<file path="src/rtl/core/sqllex_pkg.sv">
// shared types and constants for the sql style lexer
// used by sqllex_decode and sql_style_lexer; no dependencies
package sqllex_pkg;

   localparam int MAX_RECS   = 4;
   localparam int FIFO_DEPTH = 8;
   localparam int PTR_W      = $clog2(FIFO_DEPTH);
   localparam int CNT_W      = $clog2(FIFO_DEPTH + 1);
   localparam int NREC_W     = $clog2(MAX_RECS + 1);

   typedef enum logic [2:0] {
      MODE_IDLE = 3'd0,
      MODE_WORD = 3'd1,
      MODE_OP   = 3'd2,
      MODE_INT  = 3'd3,
      MODE_STR  = 3'd4
   } mode_type;

   localparam logic [1:0] K_CHAR  = 2'd0;
   localparam logic [1:0] K_END   = 2'd1;
   localparam logic [1:0] K_DISC  = 2'd2;
   localparam logic [1:0] K_BADOP = 2'd3;

   localparam logic [2:0] C_WORD = 3'd0;
   localparam logic [2:0] C_OP   = 3'd1;
   localparam logic [2:0] C_INT  = 3'd2;
   localparam logic [2:0] C_STR  = 3'd3;
   localparam logic [2:0] C_SEP  = 3'd4;

   localparam logic [7:0] CH_SP     = 8'h20;
   localparam logic [7:0] CH_LF     = 8'h0A;
   localparam logic [7:0] CH_CR     = 8'h0D;
   localparam logic [7:0] CH_DOLLAR = 8'h24;
   localparam logic [7:0] CH_SQUOTE = 8'h27;
   localparam logic [7:0] CH_DQUOTE = 8'h22;
   localparam logic [7:0] CH_EQ     = 8'h3D;
   localparam logic [7:0] CH_BANG   = 8'h21;
   localparam logic [7:0] CH_SLASH  = 8'h2F;
   localparam logic [7:0] CH_LT     = 8'h3C;
   localparam logic [7:0] CH_GT     = 8'h3E;
   localparam logic [7:0] CH_PLUS   = 8'h2B;
   localparam logic [7:0] CH_MINUS  = 8'h2D;
   localparam logic [7:0] CH_STAR   = 8'h2A;
   localparam logic [7:0] CH_LPAR   = 8'h28;
   localparam logic [7:0] CH_RPAR   = 8'h29;
   localparam logic [7:0] CH_LBRACE = 8'h7B;
   localparam logic [7:0] CH_RBRACE = 8'h7D;
   localparam logic [7:0] CH_DOT    = 8'h2E;
   localparam logic [7:0] CH_COMMA  = 8'h2C;
   localparam logic [7:0] CH_SEMI   = 8'h3B;
   localparam logic [7:0] CH_0      = 8'h30;
   localparam logic [7:0] CH_9      = 8'h39;
   localparam logic [7:0] CH_UA     = 8'h41;
   localparam logic [7:0] CH_UZ     = 8'h5A;
   localparam logic [7:0] CASE_OFS  = 8'd32;

   typedef struct packed {
      mode_type   mode;
      logic       in_comment;
      logic       quote_dq;
      logic [7:0] pend;
   } lex_state_type;

   localparam lex_state_type LEX_RESET = '{mode: MODE_IDLE, in_comment: 1'b0,
                                           quote_dq: 1'b0, pend: 8'd0};

   typedef struct packed {
      logic [1:0] kind;
      logic [2:0] token_class;
      logic [7:0] char_out;
      logic       last;
   } rec_type;

   typedef rec_type [MAX_RECS-1:0] rec_vec_type;

   function automatic rec_type mk_rec(logic [1:0] kind, logic [2:0] cls, logic [7:0] c);
      rec_type r;
      r.kind        = kind;
      r.token_class = cls;
      r.char_out    = c;
      r.last        = 1'b0;
      return r;
   endfunction

endpackage

</file>
<file path="src/rtl/core/sql_style_lexer.sv">
// sql style lexer top level: lexer state, decode step and result buffer
// depends on sqllex_pkg and sqllex_decode
// result words are registered in the result buffer before they reach the output port
// throughput: one result word per cycle while rsp_ready is high; an item is taken each cycle while the
// eight-entry result buffer has room for four more words, so items with one
// result run back to back and the output port sets the rate otherwise
// reset: synchronous, clears the lexer state and empties the result buffer
module sql_style_lexer (
   input  logic       clock,
   input  logic       reset,
   input  logic       req_valid,
   output logic       req_ready,
   input  logic [7:0] req_ch,
   input  logic       req_line_end,
   output logic       rsp_valid,
   input  logic       rsp_ready,
   output logic [1:0] rsp_kind,
   output logic [2:0] rsp_token_class,
   output logic [7:0] rsp_char_out,
   output logic       rsp_last
);
   import sqllex_pkg::*;

   lex_state_type     state_ff;
   lex_state_type     state_in;
   rec_vec_type       recs;
   logic [NREC_W-1:0] rec_cnt;
   logic              accept;
   logic              pop;
   logic [NREC_W-1:0] push_n;

   rec_type           buf_ff [FIFO_DEPTH];
   logic [PTR_W-1:0]  wptr_ff;
   logic [PTR_W-1:0]  wptr_in;
   logic [PTR_W-1:0]  rptr_ff;
   logic [PTR_W-1:0]  rptr_in;
   logic [CNT_W-1:0]  count_ff;
   logic [CNT_W-1:0]  count_in;

   sqllex_decode u_decode (
      .cur      (state_ff),
      .ch       (req_ch),
      .line_end (req_line_end),
      .nxt      (state_in),
      .recs     (recs),
      .rec_cnt  (rec_cnt)
   );

   assign req_ready = (count_ff <= CNT_W'(FIFO_DEPTH - MAX_RECS));
   assign accept    = req_valid && req_ready;
   assign pop       = rsp_valid && rsp_ready;
   assign push_n    = accept ? rec_cnt : '0;

   assign wptr_in  = wptr_ff + PTR_W'(push_n);
   assign rptr_in  = rptr_ff + PTR_W'(pop);
   assign count_in = count_ff + CNT_W'(push_n) - CNT_W'(pop);

   assign rsp_valid       = (count_ff != '0);
   assign rsp_kind        = buf_ff[rptr_ff].kind;
   assign rsp_token_class = buf_ff[rptr_ff].token_class;
   assign rsp_char_out    = buf_ff[rptr_ff].char_out;
   assign rsp_last        = buf_ff[rptr_ff].last;

   always_ff @(posedge clock) begin
      if (reset) begin
         state_ff <= LEX_RESET;
         wptr_ff  <= '0;
         rptr_ff  <= '0;
         count_ff <= '0;
      end else begin
         if (accept) begin
            state_ff <= state_in;
         end
         wptr_ff  <= wptr_in;
         rptr_ff  <= rptr_in;
         count_ff <= count_in;
      end
   end

   // result words land at consecutive slots starting at the write pointer
   always_ff @(posedge clock) begin
      for (int i = 0; i < MAX_RECS; i++) begin
         if (NREC_W'(i) < push_n) begin
            buf_ff[wptr_ff + PTR_W'(i)] <= recs[i];
         end
      end
   end

   a_count_bound: assert property (@(posedge clock) disable iff (reset)
      count_ff <= CNT_W'(FIFO_DEPTH))
      else $error("result buffer count out of range");

   a_count_track: assert property (@(posedge clock) disable iff (reset)
      !$past(reset) |->
         count_ff == $past(count_ff) + CNT_W'($past(push_n)) - CNT_W'($past(pop)))
      else $error("result buffer count does not follow push and pop");

   a_comment_quiet: assert property (@(posedge clock) disable iff (reset)
      accept && state_ff.in_comment && !req_line_end |-> push_n == '0)
      else $error("word pushed while inside a comment");

   a_pend_only_op: assert property (@(posedge clock) disable iff (reset)
      state_ff.mode != MODE_OP |-> state_ff.pend == 8'd0)
      else $error("pending operator held outside operator mode");

endmodule

</file>
<file path="src/rtl/core/sqllex_decode.sv">
// one-character lexer step: state and character in, up to four records out
// depends on sqllex_pkg
module sqllex_decode (
   input  sqllex_pkg::lex_state_type cur,
   input  logic [7:0]                ch,
   input  logic                      line_end,
   output sqllex_pkg::lex_state_type nxt,
   output sqllex_pkg::rec_vec_type   recs,
   output logic [sqllex_pkg::NREC_W-1:0] rec_cnt
);
   import sqllex_pkg::*;

   rec_type           close0;
   rec_type           close1;
   logic [NREC_W-1:0] close_n;
   logic              is_space;
   logic              is_sep;
   logic              is_opch;
   logic              pair_ok;

   assign is_space = ch inside {CH_SP, CH_LF, CH_CR};
   assign is_sep   = ch inside {CH_LPAR, CH_RPAR, CH_LBRACE, CH_RBRACE,
                                CH_DOT, CH_COMMA, CH_SEMI};
   assign is_opch  = ch inside {CH_EQ, CH_BANG, CH_PLUS, CH_MINUS,
                                CH_STAR, CH_SLASH, CH_LT, CH_GT};
   assign pair_ok  = (cur.pend == CH_EQ    && ch == CH_EQ) ||
                     (cur.pend == CH_BANG  && ch == CH_EQ) ||
                     (cur.pend == CH_SLASH && ch == CH_SLASH) ||
                     (cur.pend == CH_LT    && ch == CH_EQ) ||
                     (cur.pend == CH_GT    && ch == CH_EQ) ||
                     (cur.pend == CH_LT    && ch == CH_GT);

   // records that closing the open token would give; always first in the list
   always_comb begin
      close0  = '0;
      close1  = '0;
      close_n = '0;
      case (cur.mode)
         MODE_WORD: begin
            close0  = mk_rec(K_END, C_WORD, 8'd0);
            close_n = NREC_W'(1);
         end
         MODE_OP: begin
            close0  = mk_rec(K_CHAR, C_OP, cur.pend);
            close1  = mk_rec(K_END, C_OP, 8'd0);
            close_n = NREC_W'(2);
         end
         MODE_INT: begin
            close0  = mk_rec(K_END, C_INT, 8'd0);
            close_n = NREC_W'(1);
         end
         default: begin
            close_n = '0;
         end
      endcase
   end

   always_comb begin
      logic [NREC_W-1:0] n;
      logic              quote_hit;
      nxt       = cur;
      recs      = '0;
      n         = '0;
      quote_hit = cur.quote_dq ? (ch == CH_DQUOTE) : (ch == CH_SQUOTE);
      if (line_end) begin
         if (cur.mode == MODE_STR) begin
            recs[0] = mk_rec(K_DISC, C_STR, 8'd0);
            n       = NREC_W'(1);
         end else begin
            recs[0] = close0;
            recs[1] = close1;
            n       = close_n;
         end
         nxt = LEX_RESET;
      end else if (cur.in_comment) begin
         if (ch == CH_LF || ch == CH_CR) begin
            nxt.in_comment = 1'b0;
         end
      end else if (cur.mode == MODE_STR) begin
         if (quote_hit) begin
            recs[0]      = mk_rec(K_END, C_STR, 8'd0);
            nxt.mode     = MODE_IDLE;
            nxt.quote_dq = 1'b0;
         end else begin
            recs[0] = mk_rec(K_CHAR, C_STR, ch);
         end
         n = NREC_W'(1);
      end else if (is_space) begin
         recs[0]  = close0;
         recs[1]  = close1;
         n        = close_n;
         nxt.mode = MODE_IDLE;
         nxt.pend = 8'd0;
      end else if (is_sep) begin
         recs[0]       = close0;
         recs[1]       = close1;
         recs[close_n[1:0]]          = mk_rec(K_CHAR, C_SEP, ch);
         recs[close_n[1:0] + 2'd1]   = mk_rec(K_END, C_SEP, 8'd0);
         n             = close_n + NREC_W'(2);
         nxt.mode      = MODE_IDLE;
         nxt.pend      = 8'd0;
      end else if (is_opch) begin
         if (cur.mode == MODE_OP) begin
            if (pair_ok) begin
               recs[0] = mk_rec(K_CHAR, C_OP, cur.pend);
               recs[1] = mk_rec(K_CHAR, C_OP, ch);
               recs[2] = mk_rec(K_END, C_OP, 8'd0);
               n       = NREC_W'(3);
            end else begin
               recs[0] = mk_rec(K_BADOP, C_OP, 8'd0);
               n       = NREC_W'(1);
            end
            nxt.mode = MODE_IDLE;
            nxt.pend = 8'd0;
         end else begin
            recs[0]  = close0;
            recs[1]  = close1;
            n        = close_n;
            nxt.mode = MODE_OP;
            nxt.pend = ch;
         end
      end else if (ch == CH_DOLLAR) begin
         // comment leaves the open token alone
         nxt.in_comment = 1'b1;
      end else begin
         if (cur.mode != MODE_WORD && cur.mode != MODE_INT) begin
            recs[0]  = close0;
            recs[1]  = close1;
            n        = close_n;
            nxt.pend = 8'd0;
            if (ch >= CH_0 && ch <= CH_9) begin
               nxt.mode = MODE_INT;
            end else if (ch == CH_SQUOTE || ch == CH_DQUOTE) begin
               nxt.mode     = MODE_STR;
               nxt.quote_dq = (ch == CH_DQUOTE);
            end else begin
               nxt.mode = MODE_WORD;
            end
         end
         // the opening quote itself gives no word
         if (nxt.mode == MODE_WORD) begin
            recs[n[1:0]] = mk_rec(K_CHAR, C_WORD,
                                  (ch >= CH_UA && ch <= CH_UZ) ? ch + CASE_OFS : ch);
            n            = n + NREC_W'(1);
         end else if (nxt.mode == MODE_INT) begin
            recs[n[1:0]] = mk_rec(K_CHAR, C_INT, ch);
            n            = n + NREC_W'(1);
         end
      end
      if (n != '0) begin
         recs[n[1:0] - 2'd1].last = 1'b1;
      end
      rec_cnt = n;
   end

endmodule

</file>
<file path="config.mk">
export PLATFORM = sky130hd
export DESIGN_NAME = sql_style_lexer
export DESIGN_NICKNAME = d
export VERILOG_FILES = /design/src/rtl/core/sqllex_pkg.sv /design/src/rtl/core/sql_style_lexer.sv /design/src/rtl/core/sqllex_decode.sv
export SDC_FILE = /design/constraint.sdc
export NUM_CORES = 1
export LEC_CHECK = 0
export ABC_AREA = 1
export ABC_CLOCK_PERIOD_IN_PS = 5200
export BUFFER_PORTS_ARGS = -buffer_cell sky130_fd_sc_hd__buf_2
export CAP_MARGIN = 20
export CORE_ASPECT_RATIO = 0.8
export CORE_MARGIN = 2
export CORE_UTILIZATION = 47
export CTS_BUF_LIST = sky130_fd_sc_hd__clkbuf_8
export DETAILED_ROUTE_END_ITERATION = 8
export HOLD_SLACK_MARGIN = 0.08
export PLACE_DENSITY = 0.74
export REMOVE_ABC_BUFFERS = 1
export SETUP_SLACK_MARGIN = 0.05
export SLEW_MARGIN = 20
export SYNTH_ARGS = -nofsm -noshare
export SYNTH_HDL_FRONTEND = slang
export SYNTH_SLANG_ARGS = --single-unit
</file>
<file path="constraint.sdc">
create_clock -name clock -period 5.2 [get_ports clock]
set_clock_uncertainty 0.2 [all_clocks]
set_input_delay 0.26 -clock clock [delete_from_list [all_inputs] [get_ports clock]]
set_output_delay 0.26 -clock clock [all_outputs]
set_load 0.01 [all_outputs]
</file>
==> impl_metrics.env <==
export IMPL_grt_pass1_vias=11570
export IMPL_hold_path_class="primary input to flop"
export IMPL_dp_cells=2105
export IMPL_cts_root_buffer="clkbuf_8"
export IMPL_fin_area_um2=12510
export IMPL_drv_cap=0
export IMPL_cp_cell_sequence="inv_2 > nor2_1 > inv_2 > ha_1 > nor2_1 > inv_1 > nand3_1 > nand2_1 > a21oi_2 > nand3_2 > nand2_4 > buf_4 > nand2_2 > nand4_1"
export IMPL_drive_gt1_share_pct=9.945
export IMPL_cts_tree="yes"
export IMPL_drv_slew=0
export IMPL_grt_overflow_total=0
export IMPL_drt_pass1_iterations=6
export IMPL_final_cells=2139
export IMPL_worstPathRequired_ns=5.11
export IMPL_async_reset_ff_share_pct=0
export IMPL_io_pins=29
export IMPL_rsz0062_at_grt="false"
export IMPL_vias_per_cell=6.119
export IMPL_cpPeakStageDelay_ns=0.63
export IMPL_status="finished, final reports clean"
export IMPL_pre_cts_slack_ns=0.8368
export IMPL_syn_inst=1790
export IMPL_portBuffers=28
export IMPL_synth_top_area_share_pct=28.92
export IMPL_die_width_um=179.9
export IMPL_peakVddDrop_uv=224.0
export IMPL_synth_area_um2=11630
export IMPL_final_common_cell="nand2_1"
export IMPL_syn_to_final_growth_pct=7.542
export IMPL_grt_max_degree=43
export IMPL_post_dp_cell_area_um2=12120
export IMPL_fin_hold_ws_ns=0.1603
export IMPL_end_kind="flop"
export IMPL_numCtsBuffers=17
export IMPL_slew_headroom_pct=28.54
export IMPL_synthTopCellsByArea="edfxtp_1, nand2_1, nor2_1"
export IMPL_synth_warnings=0
export IMPL_setup_viol=0
export IMPL_slowest_stage="nand4_1"
export IMPL_place_gp_congestion=1.098
export IMPL_path_class="flop to flop"
export IMPL_synth_edf_count=112
export IMPL_dr_first_iter_drc_count=1924
export IMPL_min_period_ns=4.484
export IMPL_core_rowCount=51
export IMPL_synth_seq_cells=135
export IMPL_clk_path_buf_depth=2
export IMPL_yosysUniqueCellTypes=56
export IMPL_cp_num_buf_inv=4
export IMPL_worstMarginPinSlew_ns=1.072
export IMPL_setup_slack_ns=0.7161
export IMPL_ys_seq_area_share_pct=32.88
export IMPL_power_mw=4.675
export IMPL_mostFrequentLayoutCells="nand2_1, nor2_1, nand3_1, inv_1, o21ai_0"
export IMPL_synthFlopType="edfxtp_1"
export IMPL_wl_per_cell_um=24.72
export IMPL_power_density_nw_per_um2=373.8
export IMPL_critical_path_top_delay_family="simple AND/OR/NAND/NOR gates"
export IMPL_fin_setup_tns_ns=0
export IMPL_grt_pass1_wl_mm=76.82
export IMPL_finalNetCount=1843
export IMPL_clock_fmax_ghz=0.2230
export IMPL_synth_largest_area_cell="edfxtp_1"
export IMPL_p_leak_nw=5.730
export IMPL_initial_core_util_pct=47.84
export IMPL_numClockSinks=135
export IMPL_antenna_found_initial=0
export IMPL_die_y_um=144.7
export IMPL_grt_util_all_layers_pct=40.37
export IMPL_dpl_hpwl_mm=40.23
export IMPL_postCtsResizedCells=0
export IMPL_cp_start_kind="flop"
export IMPL_num_vias=13090
export IMPL_final_util_pct=51.44
export IMPL_path_clk_slew_ns=0.11
export IMPL_coreArea_um2=24310
export IMPL_cp_arrival_ns=4.39
export IMPL_cp_max_fo=26
export IMPL_htree_levels=4
export IMPL_dieArea_um2=26030
export IMPL_syn_mean_instance_area_um2=6.497
export IMPL_clock_latency_ns=0.50
export IMPL_fin_crit_sh_pct=86.23
export IMPL_hold_viol=0
export IMPL_wirelength_mm=52.89
export IMPL_ant_nets=0
export IMPL_drc=0
-- cell type report --
cell class                 instances  area (µm²)
antenna                            1       2.502
clock buffer                      17       234.0
clock inverter                    15       142.6
fill                            2543       11810
inverter                         195       735.7
multi-input combinational       1382        6666
sequential                       135        3825
tap                              318       397.9
timing repair buffer              76       503.0
-- worst paths after layout --
check	from	end	slack, ns	depth (start not counted)
worst max-delay path	state_ff[10]	buf_ff[4][4]	0.72	14
worst min register to register	state_ff[6]	state_ff[6]	0.28	2
worst min-delay path	req_ch[0]	state_ff[0]	0.16	5
worst max register to register	state_ff[10]	buf_ff[4][4]	0.72	14
-- cells by family (layout without fill, tap and decap cells) --
| family | Yosys count | after routing | share of synthesized area (%) |
|---|---|---|---|
| AOI/OAI and AO/OA | 306 | 306 | 14.80 |
| xor gates and xnor gates | 4 | 4 | 0.3013 |
| adders and majority gates | 23 | 23 | 2.604 |
| buffers and inverters | 273 | 303 | 9.876 |
| DFF | 135 | 135 | 32.88 |
| other | 0 | 1 | 0 |
| and+or+nand+nor | 1049 | 1049 | 39.54 |
-- Yosys cell counts, types with 5 or more instances --
cell type	n
nand3_1	193
a21oi_1	67
a31oi_1	16
nor2_2	7
nor2_1	302
o2111ai_1	5
dfxtp_1	23
nand2_1	447
o211ai_1	8
clkbuf_1	43
nand2_4	10
o41ai_1	8
buf_4	7
ha_1	21
nor3_1	25
inv_2	11
inv_1	175
clkinv_1	7
o21ai_1	7
edfxtp_1	112
nand4_1	25
o21ai_0	151
o22ai_1	24
buf_2	20
nor2_4	7
nand2_2	13
-- report_power, final --
part	switching [mW]	internal, mW	total [mW]
Clock	0.521	0.389	0.911
Combinational	1.66	0.654	2.32
Sequential	0.0917	1.36	1.45
-- worst register-to-register path: cells and delay by family (launching register included) --
kind	cells	cell delay, ns
AND/OR/NAND/NOR	8	2.08
buffers and inverters	4	0.68
adder cells (fa/ha/maj)	1	0.48
flip-flops	1	0.46
AO/OA/AOI/OAI	1	0.19
-- registers in the layout, indices dropped and copies added (netlist names) --
register,count
count_ff,4
state_ff,13
wptr_ff,3
rptr_ff,3
buf_ff,112
-- layer usage --
| layer | vias to the layer above | part of all wire [%] | global-route usage [%] |
|---|---|---|---|
| met5 | - | 0 | 0 |
| met2 | 924 | 41 | 59.79 |
| met1 | 6049 | 42 | 56.76 |
| met4 | 0 | 4.1 | 14.89 |
| li1 | 5977 | - | - |
| met3 | 139 | 12 | 10.49 |
-- what timing repair did --
item | 4_1_cts | 5_1_grt
buffers inserted | 0 | 0
hold buffers | 1 | 0
hold endpoints to repair | 12 | 0
Power figures use the tool's default switching activity.
